**src/sv/scseg_pkg.sv**
```systemverilog
`timescale 1ns / 1ps
// ----------------------------------------------------------------------------
// scseg_pkg
// Shared widths, codes and controller/datapath interface types of the
// speech chunk segmenter.
// ----------------------------------------------------------------------------
package scseg_pkg;

    // Configuration register widths
    localparam int SR_W  = 18;
    localparam int FL_W  = 13;
    localparam int THR_W = 15;
    localparam int SEC_W = 10;
    localparam int GAP_W = 27;

    // Chunk state widths
    localparam int LEN_W   = 27;
    localparam int START_W = 48;
    localparam int SIL_W   = 32;

    // Result field widths
    localparam int START_MS_W = 46;
    localparam int DUR_MS_W   = 24;

    // Sample and energy widths
    localparam int SMP_W = 16;
    localparam int SQ_W  = 31;

    // Chunk start times 1000 stays below chunk start times 1024
    localparam int PROD_W = START_W + 10;
    // Seconds times sample rate
    localparam int LIM_W  = SEC_W + SR_W;

    // APB map
    localparam int ADDR_W = 5;
    localparam int DATA_W = 32;
    localparam int IDX_W  = 3;

    // Input command codes
    localparam logic CMD_SAMPLE = 1'b0;
    localparam logic CMD_FLUSH  = 1'b1;

    // Register indexes
    localparam logic [IDX_W-1:0] REG_SAMPLE_RATE   = 3'd0;
    localparam logic [IDX_W-1:0] REG_FRAME_LEN     = 3'd1;
    localparam logic [IDX_W-1:0] REG_RMS_THRESHOLD = 3'd2;
    localparam logic [IDX_W-1:0] REG_MIN_CHUNK_SEC = 3'd3;
    localparam logic [IDX_W-1:0] REG_MAX_CHUNK_SEC = 3'd4;
    localparam logic [IDX_W-1:0] REG_GAP_SAMPLES   = 3'd5;

    // Register reset values
    localparam logic [SR_W-1:0]  RST_SAMPLE_RATE   = 18'd16000;
    localparam logic [FL_W-1:0]  RST_FRAME_LEN     = 13'd320;
    localparam logic [THR_W-1:0] RST_RMS_THRESHOLD = 15'd328;
    localparam logic [SEC_W-1:0] RST_MIN_CHUNK_SEC = 10'd5;
    localparam logic [SEC_W-1:0] RST_MAX_CHUNK_SEC = 10'd30;
    localparam logic [GAP_W-1:0] RST_GAP_SAMPLES   = 27'd8000;

    // Commands from the controller to the datapath
    typedef struct packed {
        logic in_load;    // capture the accepted request
        logic sq_load;    // square the sample, form the frame count
        logic acc;        // accumulate energy, form the threshold product
        logic frame_end;  // classify the frame and add it to the chunk
        logic flush_add;  // add the partial frame to the chunk
        logic mul_a;      // first partial of the times-1000 scaling
        logic mul_b;      // second partial of the times-1000 scaling
        logic sel_len;    // scale chunk length instead of chunk start
        logic div_start;  // launch the millisecond division
        logic out_load;   // load the result register and commit the chunk
    } ctrl_cmd_t;

    // Status from the datapath to the controller
    typedef struct packed {
        logic is_flush;
        logic frame_done;
        logic chunk_empty;
        logic close_hit;
        logic div_done;
        logic out_full;
    } ctrl_stat_t;

endpackage

```
**src/sv/scseg_div.sv**
```systemverilog
`timescale 1ns / 1ps
// ----------------------------------------------------------------------------
// scseg_div
// Restoring divider, one quotient bit per cycle, for the millisecond
// conversion.
// ----------------------------------------------------------------------------
module scseg_div #(
    parameter int DVD_W = 58,
    parameter int DVS_W = 18
) (
    input  logic             aclk,
    input  logic             aresetn,
    input  logic             start,
    input  logic [DVD_W-1:0] dividend,
    input  logic [DVS_W-1:0] divisor,
    output logic             done,
    output logic [DVD_W-1:0] quotient
);

    localparam int CNT_W = $clog2(DVD_W + 1);

    logic [DVD_W-1:0] quo_reg, quo_next;
    logic [DVS_W-1:0] rem_reg, rem_next;
    logic [CNT_W-1:0] cnt_reg, cnt_next;
    logic             busy_reg, busy_next;
    logic             done_reg, done_next;
    logic [DVS_W:0]   trial;
    logic             qbit;

    // Shift one dividend bit into the remainder and try a subtract
    always_comb begin
        trial     = {rem_reg, quo_reg[DVD_W-1]};
        qbit      = 1'b0;
        quo_next  = quo_reg;
        rem_next  = rem_reg;
        cnt_next  = cnt_reg;
        busy_next = busy_reg;
        done_next = 1'b0;
        if (start) begin
            quo_next  = dividend;
            rem_next  = '0;
            cnt_next  = CNT_W'(DVD_W);
            busy_next = 1'b1;
        end else if (busy_reg) begin
            if (trial >= {1'b0, divisor}) begin
                rem_next = DVS_W'(trial - {1'b0, divisor});
                qbit     = 1'b1;
            end else begin
                rem_next = trial[DVS_W-1:0];
            end
            quo_next = {quo_reg[DVD_W-2:0], qbit};
            cnt_next = cnt_reg - CNT_W'(1);
            if (cnt_reg == CNT_W'(1)) begin
                busy_next = 1'b0;
                done_next = 1'b1;
            end
        end
    end

    // Hold control state under reset
    always_ff @(posedge aclk) begin
        if (!aresetn) begin
            cnt_reg  <= '0;
            busy_reg <= 1'b0;
            done_reg <= 1'b0;
        end else begin
            cnt_reg  <= cnt_next;
            busy_reg <= busy_next;
            done_reg <= done_next;
        end
    end

    // Advance the working registers
    always_ff @(posedge aclk) begin
        quo_reg <= quo_next;
        rem_reg <= rem_next;
    end

    assign done     = done_reg;
    assign quotient = quo_reg;

endmodule

```
**src/sv/scseg_dp.sv**
```systemverilog
`timescale 1ns / 1ps
// ----------------------------------------------------------------------------
// scseg_dp
// Segmenter datapath: frame energy, chunk bookkeeping, millisecond
// conversion and the result register.
// ----------------------------------------------------------------------------
module scseg_dp #(
    parameter int MAX_FRAME = 4096
) (
    input  logic                             aclk,
    input  logic                             aresetn,
    // configuration
    input  logic [scseg_pkg::SR_W-1:0]       sample_rate,
    input  logic [scseg_pkg::FL_W-1:0]       frame_len,
    input  logic [scseg_pkg::THR_W-1:0]      rms_threshold,
    input  logic [scseg_pkg::SEC_W-1:0]      min_chunk_sec,
    input  logic [scseg_pkg::SEC_W-1:0]      max_chunk_sec,
    input  logic [scseg_pkg::GAP_W-1:0]      gap_samples,
    // request payload
    input  logic                             in_cmd,
    input  logic [scseg_pkg::SMP_W-1:0]      in_sample,
    // controller link
    input  scseg_pkg::ctrl_cmd_t             cmd,
    output scseg_pkg::ctrl_stat_t            stat,
    // result channel
    input  logic                             m_tready,
    output logic                             m_tvalid,
    output logic [71:0]                      m_tdata,
    output logic                             m_tuser
);

    localparam int FILL_W = $clog2(MAX_FRAME);
    localparam int N_W    = $clog2(MAX_FRAME + 1);
    localparam int E_W    = scseg_pkg::SQ_W + FILL_W;
    localparam int TSQ_W  = 2 * scseg_pkg::THR_W;
    localparam int TP_W   = TSQ_W + N_W;
    localparam int CMP_W  = (E_W > TP_W) ? E_W : TP_W;
    localparam int LIM_W  = scseg_pkg::LIM_W;
    localparam int PROD_W = scseg_pkg::PROD_W;
    localparam int SIL_W  = scseg_pkg::SIL_W;
    localparam int LEN_W  = scseg_pkg::LEN_W;
    localparam int ST_W   = scseg_pkg::START_W;
    localparam int SMS_W  = scseg_pkg::START_MS_W;
    localparam int DMS_W  = scseg_pkg::DUR_MS_W;
    localparam logic [LIM_W-1:0] CHUNK_CAP =
        LIM_W'((64'd1 << LEN_W) - 64'(MAX_FRAME));

    // Request capture
    logic                         cmd_reg;
    logic [scseg_pkg::SMP_W-1:0]  mag_reg;
    logic [scseg_pkg::SMP_W-1:0]  mag;

    // Frame and chunk state
    logic [FILL_W-1:0]  fill_reg;
    logic [E_W-1:0]     energy_reg;
    logic [LEN_W-1:0]   len_reg;
    logic [ST_W-1:0]    start_reg;
    logic [SIL_W-1:0]   silence_reg;
    logic               speech_reg;

    // Per-sample work registers
    logic [scseg_pkg::SQ_W-1:0] sq_reg;
    logic [N_W-1:0]             n_reg;
    logic [TP_W-1:0]            thr_prod_reg;

    // Configuration derived values
    logic [scseg_pkg::SR_W-1:0] rate_eff;
    logic [scseg_pkg::SR_W-1:0] rate_reg;
    logic [TSQ_W-1:0]           thr_sq_reg;
    logic [LIM_W-1:0]           max_prod;
    logic [LIM_W-1:0]           max_lim_reg;
    logic [LIM_W-1:0]           min_lim_reg;
    logic [N_W-1:0]             flen_eff;

    // Millisecond conversion
    logic [PROD_W-1:0] scale_x;
    logic [PROD_W-1:0] prod_reg;
    logic              div_done;
    logic [PROD_W-1:0] div_quo;
    logic [SMS_W-1:0]  start_ms_hold_reg;
    logic [SMS_W-1:0]  start_ms_sat;
    logic [DMS_W-1:0]  dur_ms_sat;

    // Result register
    logic              m_tvalid_reg;
    logic [SMS_W-1:0]  m_start_reg;
    logic [DMS_W-1:0]  m_dur_reg;
    logic              m_speech_reg;

    logic              speech_frame;
    logic [SIL_W:0]    sil_sum;

    // Magnitude of the Q15 sample; the most negative code maps to 0x8000
    assign mag = in_sample[scseg_pkg::SMP_W-1] ? scseg_pkg::SMP_W'(~in_sample + 1'b1)
                                               : in_sample;

    // Effective sample rate and frame length
    assign rate_eff = (sample_rate == '0) ? scseg_pkg::SR_W'(1) : sample_rate;

    always_comb begin
        if (frame_len == '0) begin
            flen_eff = N_W'(1);
        end else if (32'(frame_len) > 32'(MAX_FRAME)) begin
            flen_eff = N_W'(MAX_FRAME);
        end else begin
            flen_eff = N_W'(frame_len);
        end
    end

    assign max_prod = LIM_W'(max_chunk_sec) * LIM_W'(rate_eff);

    // Register the configuration products
    always_ff @(posedge aclk) begin
        rate_reg    <= rate_eff;
        thr_sq_reg  <= TSQ_W'(rms_threshold) * TSQ_W'(rms_threshold);
        max_lim_reg <= (max_prod > CHUNK_CAP) ? CHUNK_CAP : max_prod;
        min_lim_reg <= LIM_W'(min_chunk_sec) * LIM_W'(rate_eff);
    end

    // Frame classification and saturating silence run
    assign speech_frame = CMP_W'(energy_reg) >= CMP_W'(thr_prod_reg);
    assign sil_sum      = {1'b0, silence_reg} + (SIL_W + 1)'(n_reg);

    // Capture the request and run the per-sample steps
    always_ff @(posedge aclk) begin
        if (cmd.in_load) begin
            cmd_reg <= in_cmd;
            mag_reg <= mag;
        end
        if (cmd.sq_load) begin
            sq_reg <= scseg_pkg::SQ_W'(32'(mag_reg) * 32'(mag_reg));
            n_reg  <= N_W'(fill_reg) + N_W'(1);
        end
        if (cmd.acc) begin
            thr_prod_reg <= TP_W'(thr_sq_reg) * TP_W'(n_reg);
        end
    end

    // Frame and chunk state
    always_ff @(posedge aclk) begin
        if (!aresetn) begin
            fill_reg    <= '0;
            energy_reg  <= '0;
            len_reg     <= '0;
            start_reg   <= '0;
            silence_reg <= '0;
            speech_reg  <= 1'b0;
        end else begin
            if (cmd.acc) begin
                energy_reg <= energy_reg + E_W'(sq_reg);
                if (n_reg < flen_eff) begin
                    fill_reg <= FILL_W'(n_reg);
                end
            end
            if (cmd.frame_end) begin
                if (speech_frame) begin
                    speech_reg  <= 1'b1;
                    silence_reg <= '0;
                end else if (sil_sum[SIL_W]) begin
                    silence_reg <= '1;
                end else begin
                    silence_reg <= sil_sum[SIL_W-1:0];
                end
                len_reg    <= len_reg + LEN_W'(n_reg);
                fill_reg   <= '0;
                energy_reg <= '0;
            end
            if (cmd.flush_add) begin
                len_reg    <= len_reg + LEN_W'(fill_reg);
                fill_reg   <= '0;
                energy_reg <= '0;
            end
            if (cmd.out_load) begin
                start_reg  <= start_reg + ST_W'(len_reg);
                len_reg    <= '0;
                speech_reg <= 1'b0;
            end
        end
    end

    // Scale by 1000 as 1024 - 32 + 8 in two steps, mul_a then mul_b
    assign scale_x = cmd.sel_len ? PROD_W'(len_reg) : PROD_W'(start_reg);

    always_ff @(posedge aclk) begin
        if (cmd.mul_a) begin
            prod_reg <= (scale_x << 10) - (scale_x << 5);
        end else if (cmd.mul_b) begin
            prod_reg <= prod_reg + (scale_x << 3);
        end
    end

    scseg_div #(
        .DVD_W (PROD_W),
        .DVS_W (scseg_pkg::SR_W)
    ) u_div (
        .aclk     (aclk),
        .aresetn  (aresetn),
        .start    (cmd.div_start),
        .dividend (prod_reg),
        .divisor  (rate_reg),
        .done     (div_done),
        .quotient (div_quo)
    );

    // Saturate the quotients at their field widths
    assign start_ms_sat = (|div_quo[PROD_W-1:SMS_W]) ? '1 : div_quo[SMS_W-1:0];
    assign dur_ms_sat   = (|div_quo[PROD_W-1:DMS_W]) ? '1 : div_quo[DMS_W-1:0];

    // Hold the start time while the duration is divided
    always_ff @(posedge aclk) begin
        if (div_done && !cmd.sel_len) begin
            start_ms_hold_reg <= start_ms_sat;
        end
    end

    // Result register
    always_ff @(posedge aclk) begin
        if (!aresetn) begin
            m_tvalid_reg <= 1'b0;
        end else if (cmd.out_load) begin
            m_tvalid_reg <= 1'b1;
        end else if (m_tready) begin
            m_tvalid_reg <= 1'b0;
        end
    end

    always_ff @(posedge aclk) begin
        if (cmd.out_load) begin
            m_start_reg  <= start_ms_hold_reg;
            m_dur_reg    <= dur_ms_sat;
            m_speech_reg <= speech_reg;
        end
    end

    assign m_tvalid = m_tvalid_reg;
    assign m_tdata  = {2'b00, m_dur_reg, m_start_reg};
    assign m_tuser  = m_speech_reg;

    // Status to the controller
    always_comb begin
        stat.is_flush    = (cmd_reg == scseg_pkg::CMD_FLUSH);
        stat.frame_done  = (n_reg >= flen_eff);
        stat.chunk_empty = (len_reg == '0);
        stat.close_hit   = ({1'b0, len_reg} >= max_lim_reg) ||
                           (({1'b0, len_reg} >= min_lim_reg) && speech_reg &&
                            (silence_reg >= SIL_W'(gap_samples)));
        stat.div_done    = div_done;
        stat.out_full    = m_tvalid_reg && !m_tready;
    end

endmodule

```
**src/sv/scseg_ctrl.sv**
```systemverilog
`timescale 1ns / 1ps
// ----------------------------------------------------------------------------
// scseg_ctrl
// Segmenter controller: sequences the sample, frame-end, flush and
// chunk-close steps of the datapath.
// ----------------------------------------------------------------------------
module scseg_ctrl (
    input  logic                  aclk,
    input  logic                  aresetn,
    input  logic                  s_tvalid,
    output logic                  s_tready,
    input  scseg_pkg::ctrl_stat_t stat,
    output scseg_pkg::ctrl_cmd_t  cmd
);

    localparam logic [3:0] ST_IDLE      = 4'd0;
    localparam logic [3:0] ST_STEP      = 4'd1;
    localparam logic [3:0] ST_ACC       = 4'd2;
    localparam logic [3:0] ST_DECIDE    = 4'd3;
    localparam logic [3:0] ST_CHECK     = 4'd4;
    localparam logic [3:0] ST_FLUSH_CHK = 4'd5;
    localparam logic [3:0] ST_MUL_A     = 4'd6;
    localparam logic [3:0] ST_MUL_B     = 4'd7;
    localparam logic [3:0] ST_DIV_GO    = 4'd8;
    localparam logic [3:0] ST_DIV_WAIT  = 4'd9;
    localparam logic [3:0] ST_EMIT      = 4'd10;

    logic [3:0] state_reg, state_next;
    logic       phase_reg, phase_next;

    // Next state and datapath commands
    always_comb begin
        state_next = state_reg;
        phase_next = phase_reg;
        cmd        = '0;
        cmd.sel_len = phase_reg;
        s_tready   = 1'b0;
        case (state_reg)
            ST_IDLE: begin
                s_tready = 1'b1;
                if (s_tvalid) begin
                    cmd.in_load = 1'b1;
                    state_next  = ST_STEP;
                end
            end
            ST_STEP: begin
                if (stat.is_flush) begin
                    cmd.flush_add = 1'b1;
                    state_next    = ST_FLUSH_CHK;
                end else begin
                    cmd.sq_load = 1'b1;
                    state_next  = ST_ACC;
                end
            end
            ST_ACC: begin
                cmd.acc    = 1'b1;
                state_next = stat.frame_done ? ST_DECIDE : ST_IDLE;
            end
            ST_DECIDE: begin
                cmd.frame_end = 1'b1;
                state_next    = ST_CHECK;
            end
            ST_CHECK: begin
                phase_next = 1'b0;
                state_next = stat.close_hit ? ST_MUL_A : ST_IDLE;
            end
            ST_FLUSH_CHK: begin
                phase_next = 1'b0;
                state_next = stat.chunk_empty ? ST_IDLE : ST_MUL_A;
            end
            ST_MUL_A: begin
                cmd.mul_a  = 1'b1;
                state_next = ST_MUL_B;
            end
            ST_MUL_B: begin
                cmd.mul_b  = 1'b1;
                state_next = ST_DIV_GO;
            end
            ST_DIV_GO: begin
                cmd.div_start = 1'b1;
                state_next    = ST_DIV_WAIT;
            end
            ST_DIV_WAIT: begin
                // Start time first, then duration
                if (stat.div_done) begin
                    if (phase_reg) begin
                        state_next = ST_EMIT;
                    end else begin
                        phase_next = 1'b1;
                        state_next = ST_MUL_A;
                    end
                end
            end
            ST_EMIT: begin
                // Hold until the result register is free
                if (!stat.out_full) begin
                    cmd.out_load = 1'b1;
                    state_next   = ST_IDLE;
                end
            end
            default: begin
                state_next = ST_IDLE;
            end
        endcase
    end

    always_ff @(posedge aclk) begin
        if (!aresetn) begin
            state_reg <= ST_IDLE;
            phase_reg <= 1'b0;
        end else begin
            state_reg <= state_next;
            phase_reg <= phase_next;
        end
    end

endmodule

```
**src/sv/speech_chunk_segmenter_core.sv**
```systemverilog
`timescale 1ns / 1ps
// A sample passes the idle, step and accumulate states; a frame end adds the decide and
// check states; a flush passes idle, step and flush check. A close runs two passes
// (times-1000 scaling, divider start, divider steps, done), start time then duration,
// then loads the free result register. A new request is taken only once the last is done.
// The result waits in an output register; the next request is taken meanwhile.
// Reset (aresetn low, synchronous) restores register defaults and clears all chunk state.
// ----------------------------------------------------------------------------
// speech_chunk_segmenter_core
// Energy-based voice activity segmentation of Q15 audio into chunks with
// start time, duration and a speech flag.
// ----------------------------------------------------------------------------
module speech_chunk_segmenter_core #(
    parameter int MAX_FRAME = 4096
) (
    input  logic                            aclk,
    input  logic                            aresetn,
    // configuration port
    input  logic                            psel,
    input  logic                            penable,
    input  logic                            pwrite,
    input  logic [scseg_pkg::ADDR_W-1:0]    paddr,
    input  logic [scseg_pkg::DATA_W-1:0]    pwdata,
    output logic [scseg_pkg::DATA_W-1:0]    prdata,
    output logic                            pready,
    // sample channel
    input  logic                            s_tvalid,
    output logic                            s_tready,
    input  logic [15:0]                     s_tdata,   // [15:0] sample
    input  logic                            s_tuser,   // [0] cmd
    // chunk channel
    output logic                            m_tvalid,
    input  logic                            m_tready,
    output logic [71:0]                     m_tdata,   // [45:0] start_ms, [69:46] duration_ms
    output logic                            m_tuser    // [0] had_speech
);

    logic [scseg_pkg::SR_W-1:0]  sample_rate_reg;
    logic [scseg_pkg::FL_W-1:0]  frame_len_reg;
    logic [scseg_pkg::THR_W-1:0] rms_threshold_reg;
    logic [scseg_pkg::SEC_W-1:0] min_chunk_sec_reg;
    logic [scseg_pkg::SEC_W-1:0] max_chunk_sec_reg;
    logic [scseg_pkg::GAP_W-1:0] gap_samples_reg;

    logic [scseg_pkg::IDX_W-1:0] reg_idx;
    logic                        wr_en;

    scseg_pkg::ctrl_cmd_t  cmd;
    scseg_pkg::ctrl_stat_t stat;

    assign pready  = 1'b1;
    assign reg_idx = paddr[scseg_pkg::ADDR_W-1:2];
    assign wr_en   = psel && penable && pwrite && pready;

    // Register writes
    always_ff @(posedge aclk) begin
        if (!aresetn) begin
            sample_rate_reg   <= scseg_pkg::RST_SAMPLE_RATE;
            frame_len_reg     <= scseg_pkg::RST_FRAME_LEN;
            rms_threshold_reg <= scseg_pkg::RST_RMS_THRESHOLD;
            min_chunk_sec_reg <= scseg_pkg::RST_MIN_CHUNK_SEC;
            max_chunk_sec_reg <= scseg_pkg::RST_MAX_CHUNK_SEC;
            gap_samples_reg   <= scseg_pkg::RST_GAP_SAMPLES;
        end else if (wr_en) begin
            case (reg_idx)
                scseg_pkg::REG_SAMPLE_RATE:
                    sample_rate_reg <= pwdata[scseg_pkg::SR_W-1:0];
                scseg_pkg::REG_FRAME_LEN:
                    frame_len_reg <= pwdata[scseg_pkg::FL_W-1:0];
                scseg_pkg::REG_RMS_THRESHOLD:
                    rms_threshold_reg <= pwdata[scseg_pkg::THR_W-1:0];
                scseg_pkg::REG_MIN_CHUNK_SEC:
                    min_chunk_sec_reg <= pwdata[scseg_pkg::SEC_W-1:0];
                scseg_pkg::REG_MAX_CHUNK_SEC:
                    max_chunk_sec_reg <= pwdata[scseg_pkg::SEC_W-1:0];
                scseg_pkg::REG_GAP_SAMPLES:
                    gap_samples_reg <= pwdata[scseg_pkg::GAP_W-1:0];
                default: begin
                end
            endcase
        end
    end

    // Register reads
    always_comb begin
        case (reg_idx)
            scseg_pkg::REG_SAMPLE_RATE:   prdata = scseg_pkg::DATA_W'(sample_rate_reg);
            scseg_pkg::REG_FRAME_LEN:     prdata = scseg_pkg::DATA_W'(frame_len_reg);
            scseg_pkg::REG_RMS_THRESHOLD: prdata = scseg_pkg::DATA_W'(rms_threshold_reg);
            scseg_pkg::REG_MIN_CHUNK_SEC: prdata = scseg_pkg::DATA_W'(min_chunk_sec_reg);
            scseg_pkg::REG_MAX_CHUNK_SEC: prdata = scseg_pkg::DATA_W'(max_chunk_sec_reg);
            scseg_pkg::REG_GAP_SAMPLES:   prdata = scseg_pkg::DATA_W'(gap_samples_reg);
            default:                      prdata = '0;
        endcase
    end

    scseg_ctrl u_ctrl (
        .aclk     (aclk),
        .aresetn  (aresetn),
        .s_tvalid (s_tvalid),
        .s_tready (s_tready),
        .stat     (stat),
        .cmd      (cmd)
    );

    scseg_dp #(
        .MAX_FRAME (MAX_FRAME)
    ) u_dp (
        .aclk          (aclk),
        .aresetn       (aresetn),
        .sample_rate   (sample_rate_reg),
        .frame_len     (frame_len_reg),
        .rms_threshold (rms_threshold_reg),
        .min_chunk_sec (min_chunk_sec_reg),
        .max_chunk_sec (max_chunk_sec_reg),
        .gap_samples   (gap_samples_reg),
        .in_cmd        (s_tuser),
        .in_sample     (s_tdata),
        .cmd           (cmd),
        .stat          (stat),
        .m_tready      (m_tready),
        .m_tvalid      (m_tvalid),
        .m_tdata       (m_tdata),
        .m_tuser       (m_tuser)
    );

endmodule

```
**config.mk**
```make
export PLATFORM = sky130hd
export DESIGN_NAME = speech_chunk_segmenter_core
export DESIGN_NICKNAME = d
export VERILOG_FILES = /design/src/sv/scseg_pkg.sv /design/src/sv/scseg_div.sv /design/src/sv/scseg_dp.sv /design/src/sv/scseg_ctrl.sv /design/src/sv/speech_chunk_segmenter_core.sv
export SDC_FILE = /design/constraint.sdc
export NUM_CORES = 2
export LEC_CHECK = 0
export ABC_AREA = 1
export BUFFER_PORTS_ARGS = -buffer_cell sky130_fd_sc_hd__buf_2
export CAP_MARGIN = 5
export CORE_ASPECT_RATIO = 2
export CORE_MARGIN = 2
export CORE_UTILIZATION = 35
export DETAILED_ROUTE_END_ITERATION = 16
export HOLD_SLACK_MARGIN = 0.06
export PLACE_DENSITY = 0.52
export SLEW_MARGIN = 25
export SYNTH_ARGS = -nofsm -noshare
export SYNTH_HDL_FRONTEND = slang
export SYNTH_HIERARCHICAL = 1
export SYNTH_SLANG_ARGS = --single-unit
```
**constraint.sdc**
```tcl
create_clock -name aclk -period 17.6 [get_ports aclk]
set_input_delay 1.76 -clock aclk [delete_from_list [all_inputs] [get_ports aclk]]
set_output_delay 1.76 -clock aclk [all_outputs]
set_load 0.01 [all_outputs]
```
==> run metrics <==
Root Buffer=sky130_fd_sc_hd__clkbuf_16; type of the setup path with the least slack=flip-flop to flip-flop; wire length of the first global-routing pass=between 400000 and 500000 microns; number of buffers inserted by port buffering=around 150; clock network latency to the later pin of the worst-skew pair=~0.75 ns; WL per Instance=19.7 microns; clock-pin slew on the worst setup and hold paths=0.07 ns; DRC violation total after the first TritonRoute iteration=3460; beginning of the worst hold path=u_dp/start_ms_hold_reg[9]$_SDFFCE_PP1P_; CP Max Fanout=24; number of nets still failing antenna checks after routing=0; static leakage=around 47 nW; post-synthesis cell count=11300; cell area after technology mapping=~0.083 sq mm; Synth top area share=0.206; fin. max-slew vios=0; Largest register FFs=just under 60; minimum hold slack=~0.42 ns; accumulated negative setup slack=0 ns; Least-Margin Pin Slew=1.18 ns; clock network power share=0.159; cts bufs inserted=81; dominant cells by area after synthesis=sky130_fd_sc_hd__fa_1 21%, sky130_fd_sc_hd__nand2_1 13%, sky130_fd_sc_hd__edfxtp_1 12%, sky130_fd_sc_hd__ha_1 11%, sky130_fd_sc_hd__inv_1 10%; WP data required=around 18 ns; #FFs+latches synth=724; Max stage delay on crit path=0.58 ns; top cells by count, synth=2843 x sky130_fd_sc_hd__nand2_1, 2310 x sky130_fd_sc_hd__inv_1, 948 x sky130_fd_sc_hd__nor2_1, 857 x sky130_fd_sc_hd__fa_1, 737 x sky130_fd_sc_hd__ha_1; post-CTS sizing=0; number of iterations in the first detailed-routing pass=9; headroom to the max-slew limit=0.203; Hold Vio Cnt, Final=0; core region area=roughly 0.24 sq mm; floorplan row count=between 200 and 300; effective utilization at floorplan=0.352; number of global-route vias before repair=77600; # H-tree levels=3; setup repair after global routing missed its margin=false; launching element of the worst setup path=sample_rate_reg[1]$_SDFFE_PN0P_; most repeated cell in the gate-level netlist after synthesis=sky130_fd_sc_hd__nand2_1; power per standard cell area=about 130 mW/mm^2; Cell Int Power=around 6.0 mW; average size of a mapped cell=7.37 sq um; relative contribution of sequential cells to total power=0.197; reg2reg start=sample_rate_reg[1]$_SDFFE_PN0P_; number of enable-type register cells in the synthesized netlist=roughly 330; DIE WIDTH=349 microns; top achievable clock speed=147 MHz; distinct cell type count of the synthesized netlist=70; Comb pwr share=0.644; grt ovf=0; initial antenna violation count=3; estimated wirelength of the detail-placed design=between 200000 and 250000 microns; buffers inserted by post-CTS timing repair=0; number of warnings reported in the yosys synthesis log=6; Synth async-reset ratio=0; maximum buffer depth of the clock tree=3; mean number of vias per cell=approximately 5; WL final=~280000 microns; Ports=about 170; startpoint type of the worst setup path=flip-flop; cell type with the highest occurrence count on the critical path=sky130_fd_sc_hd__nand2_1; # hold bufs at CTS=0; DRC violation count after routing=0; global-route total usage across every layer=0.233; Nets=~13000; type of the tightest min-delay check=flip-flop to flip-flop; Tcrit/Tclk final=0.387; max-capacitance violation count=0; minimum period implied by the final worst setup slack=~6.8 ns; arrival time worst endpoint=7.40 ns; number of sinks driven by the clock tree=about 720; vias post-DR=72700; Slowest-stage cell, CP=sky130_fd_sc_hd__fa_1; Area growth syn-to-layout=7.99%; outcome=completed; CTS tree=built; area of the die=roughly 0.24 sq mm; fraction of power spent switching nets=0.490; clk_skew=0.0651 ns; largest area contributor in the synthesized netlist=sky130_fd_sc_hd__fa_1; placer congestion estimate=1.02; peak supply drop=0.316 mV; ratio of cells with drive above 1 in the final layout=0.0444; Primary FF master, synth=sky130_fd_sc_hd__dfxtp_1; Vert. Die Dim=695 microns; maximum number of pins on one net before global-route repair=90; reported net switching power=5.77 mW; Worst Setup End Kind=flip-flop; Setup Viol. Count Final=0; register area share after synthesis=0.214
[layer usage]
| metal | share of wire | vias up | wire length [microns] | global-route usage |
|---|---|---|---|---|
| li1 | - | 35100 | - | - |
| met1 | 0.33 | 35200 | 95000 | 0.216 |
| met2 | 0.56 | 1648 | 159000 | 0.471 |
| met3 | 0.028 | 746 | 8080 | 0.0186 |
| met4 | 0.077 | 0 | 21800 | 0.157 |
| met5 | 0 | - | 0 | 0 |
[final timing paths]
| kind | cells past startpoint | slack (ns) | to |
|---|---|---|---|
| setup / recovery | 31 | 10.79 | u_dp/max_lim_reg[1]$_SDFF_PN0_ |
| hold / removal | 0 | 0.42 | u_dp/m_start_reg[9]$_DFFE_PP_ |
| setup reg to reg | 31 | 10.79 | u_dp/max_lim_reg[1]$_SDFF_PN0_ |
| hold reg to reg | 0 | 0.42 | u_dp/m_start_reg[9]$_DFFE_PP_ |
[final cells by class]
type,count,area [sq um]
Inverter,2325,8740
Clock inverter,62,797
Clock buffer,87,2070
Multi-Input combinational cell,7924,55400
Tap cell,3060,3830
Antenna cell,1,2.50
Fill cell,25100,147000
Timing Repair Buffer,241,1450
Sequential cell,724,17800
[critical path: cells and delay by family, from the launching register on]
kind | cells | cell delay [ns]
adders and majority gates | 6 | 3.05
and+or+nand+nor | 21 | 2.87
buffers and inverters | 4 | 0.42
DFF | 1 | 0.30
[power by group through the flow]
| stage | combinational, mW | sequential, mW | clock [mW] |
|---|---|---|---|
| 2_1_floorplan | 5.59 | 2.28 | 0 |
| 3_3_place_gp | 7.57 | 2.35 | 0 |
| 3_5_place_dp | 7.53 | 2.35 | 0 |
| 4_1_cts | 7.68 | 2.32 | 1.94 |
| 5_1_grt | 8.65 | 2.33 | 1.99 |
| 6_report | 7.59 | 2.32 | 1.88 |
[kinds of logic (layout without fill, tap and decap cells)]
kind of cell	count (synthesis)	after routing	synth area share
adder cells (fa/ha/maj)	1594	1594	0.316
buffers and inverters	2688	2715	0.124
flip-flops	724	724	0.214
other	4	17	0.000180
multiplexers	1	1	0.000135
AND/OR/NAND/NOR	4732	4732	0.234
AO/OA/AOI/OAI	1347	1347	0.0879
XOR/XNOR	234	234	0.0246
[stage by stage]
| step | cells | total power [mW] | setup WS (ns) | instance area (sq um) | util |
|---|---|---|---|---|---|
| after detailed placement | 14300 | 9.88 | 10.79 | 87300 | 0.368 |
| after global routing | 14400 | 13.0 | 10.24 | 90100 | 0.380 |
| final | 14400 | 11.8 | 10.79 | 90100 | 0.380 |
| after CTS | 14400 | 11.9 | 10.74 | 90100 | 0.380 |
| after global placement | 14300 | 9.92 | 10.76 | 87200 | 0.368 |
| after floorplan | 11300 | 7.86 | 8.12 | 83500 | - |
[placed cells by master, fill, tap and decap left out, types with 152 or more instances in the layout]
master / netlist / final
sky130_fd_sc_hd__nor2_1: 948 / 942
sky130_fd_sc_hd__ha_1: 737 / 737
sky130_fd_sc_hd__inv_1: 2310 / 2303
sky130_fd_sc_hd__a21oi_1: 627 / 627
sky130_fd_sc_hd__edfxtp_1: 333 / 333
sky130_fd_sc_hd__nand3_1: 508 / 508
sky130_fd_sc_hd__buf_2: 21 / 152
sky130_fd_sc_hd__o21ai_0: 464 / 463
sky130_fd_sc_hd__fa_1: 857 / 857
sky130_fd_sc_hd__nand2_1: 2843 / 2843
sky130_fd_sc_hd__xor2_1: 152 / 152
sky130_fd_sc_hd__dfxtp_1: 391 / 390
Power figures use the tool's default switching activity.
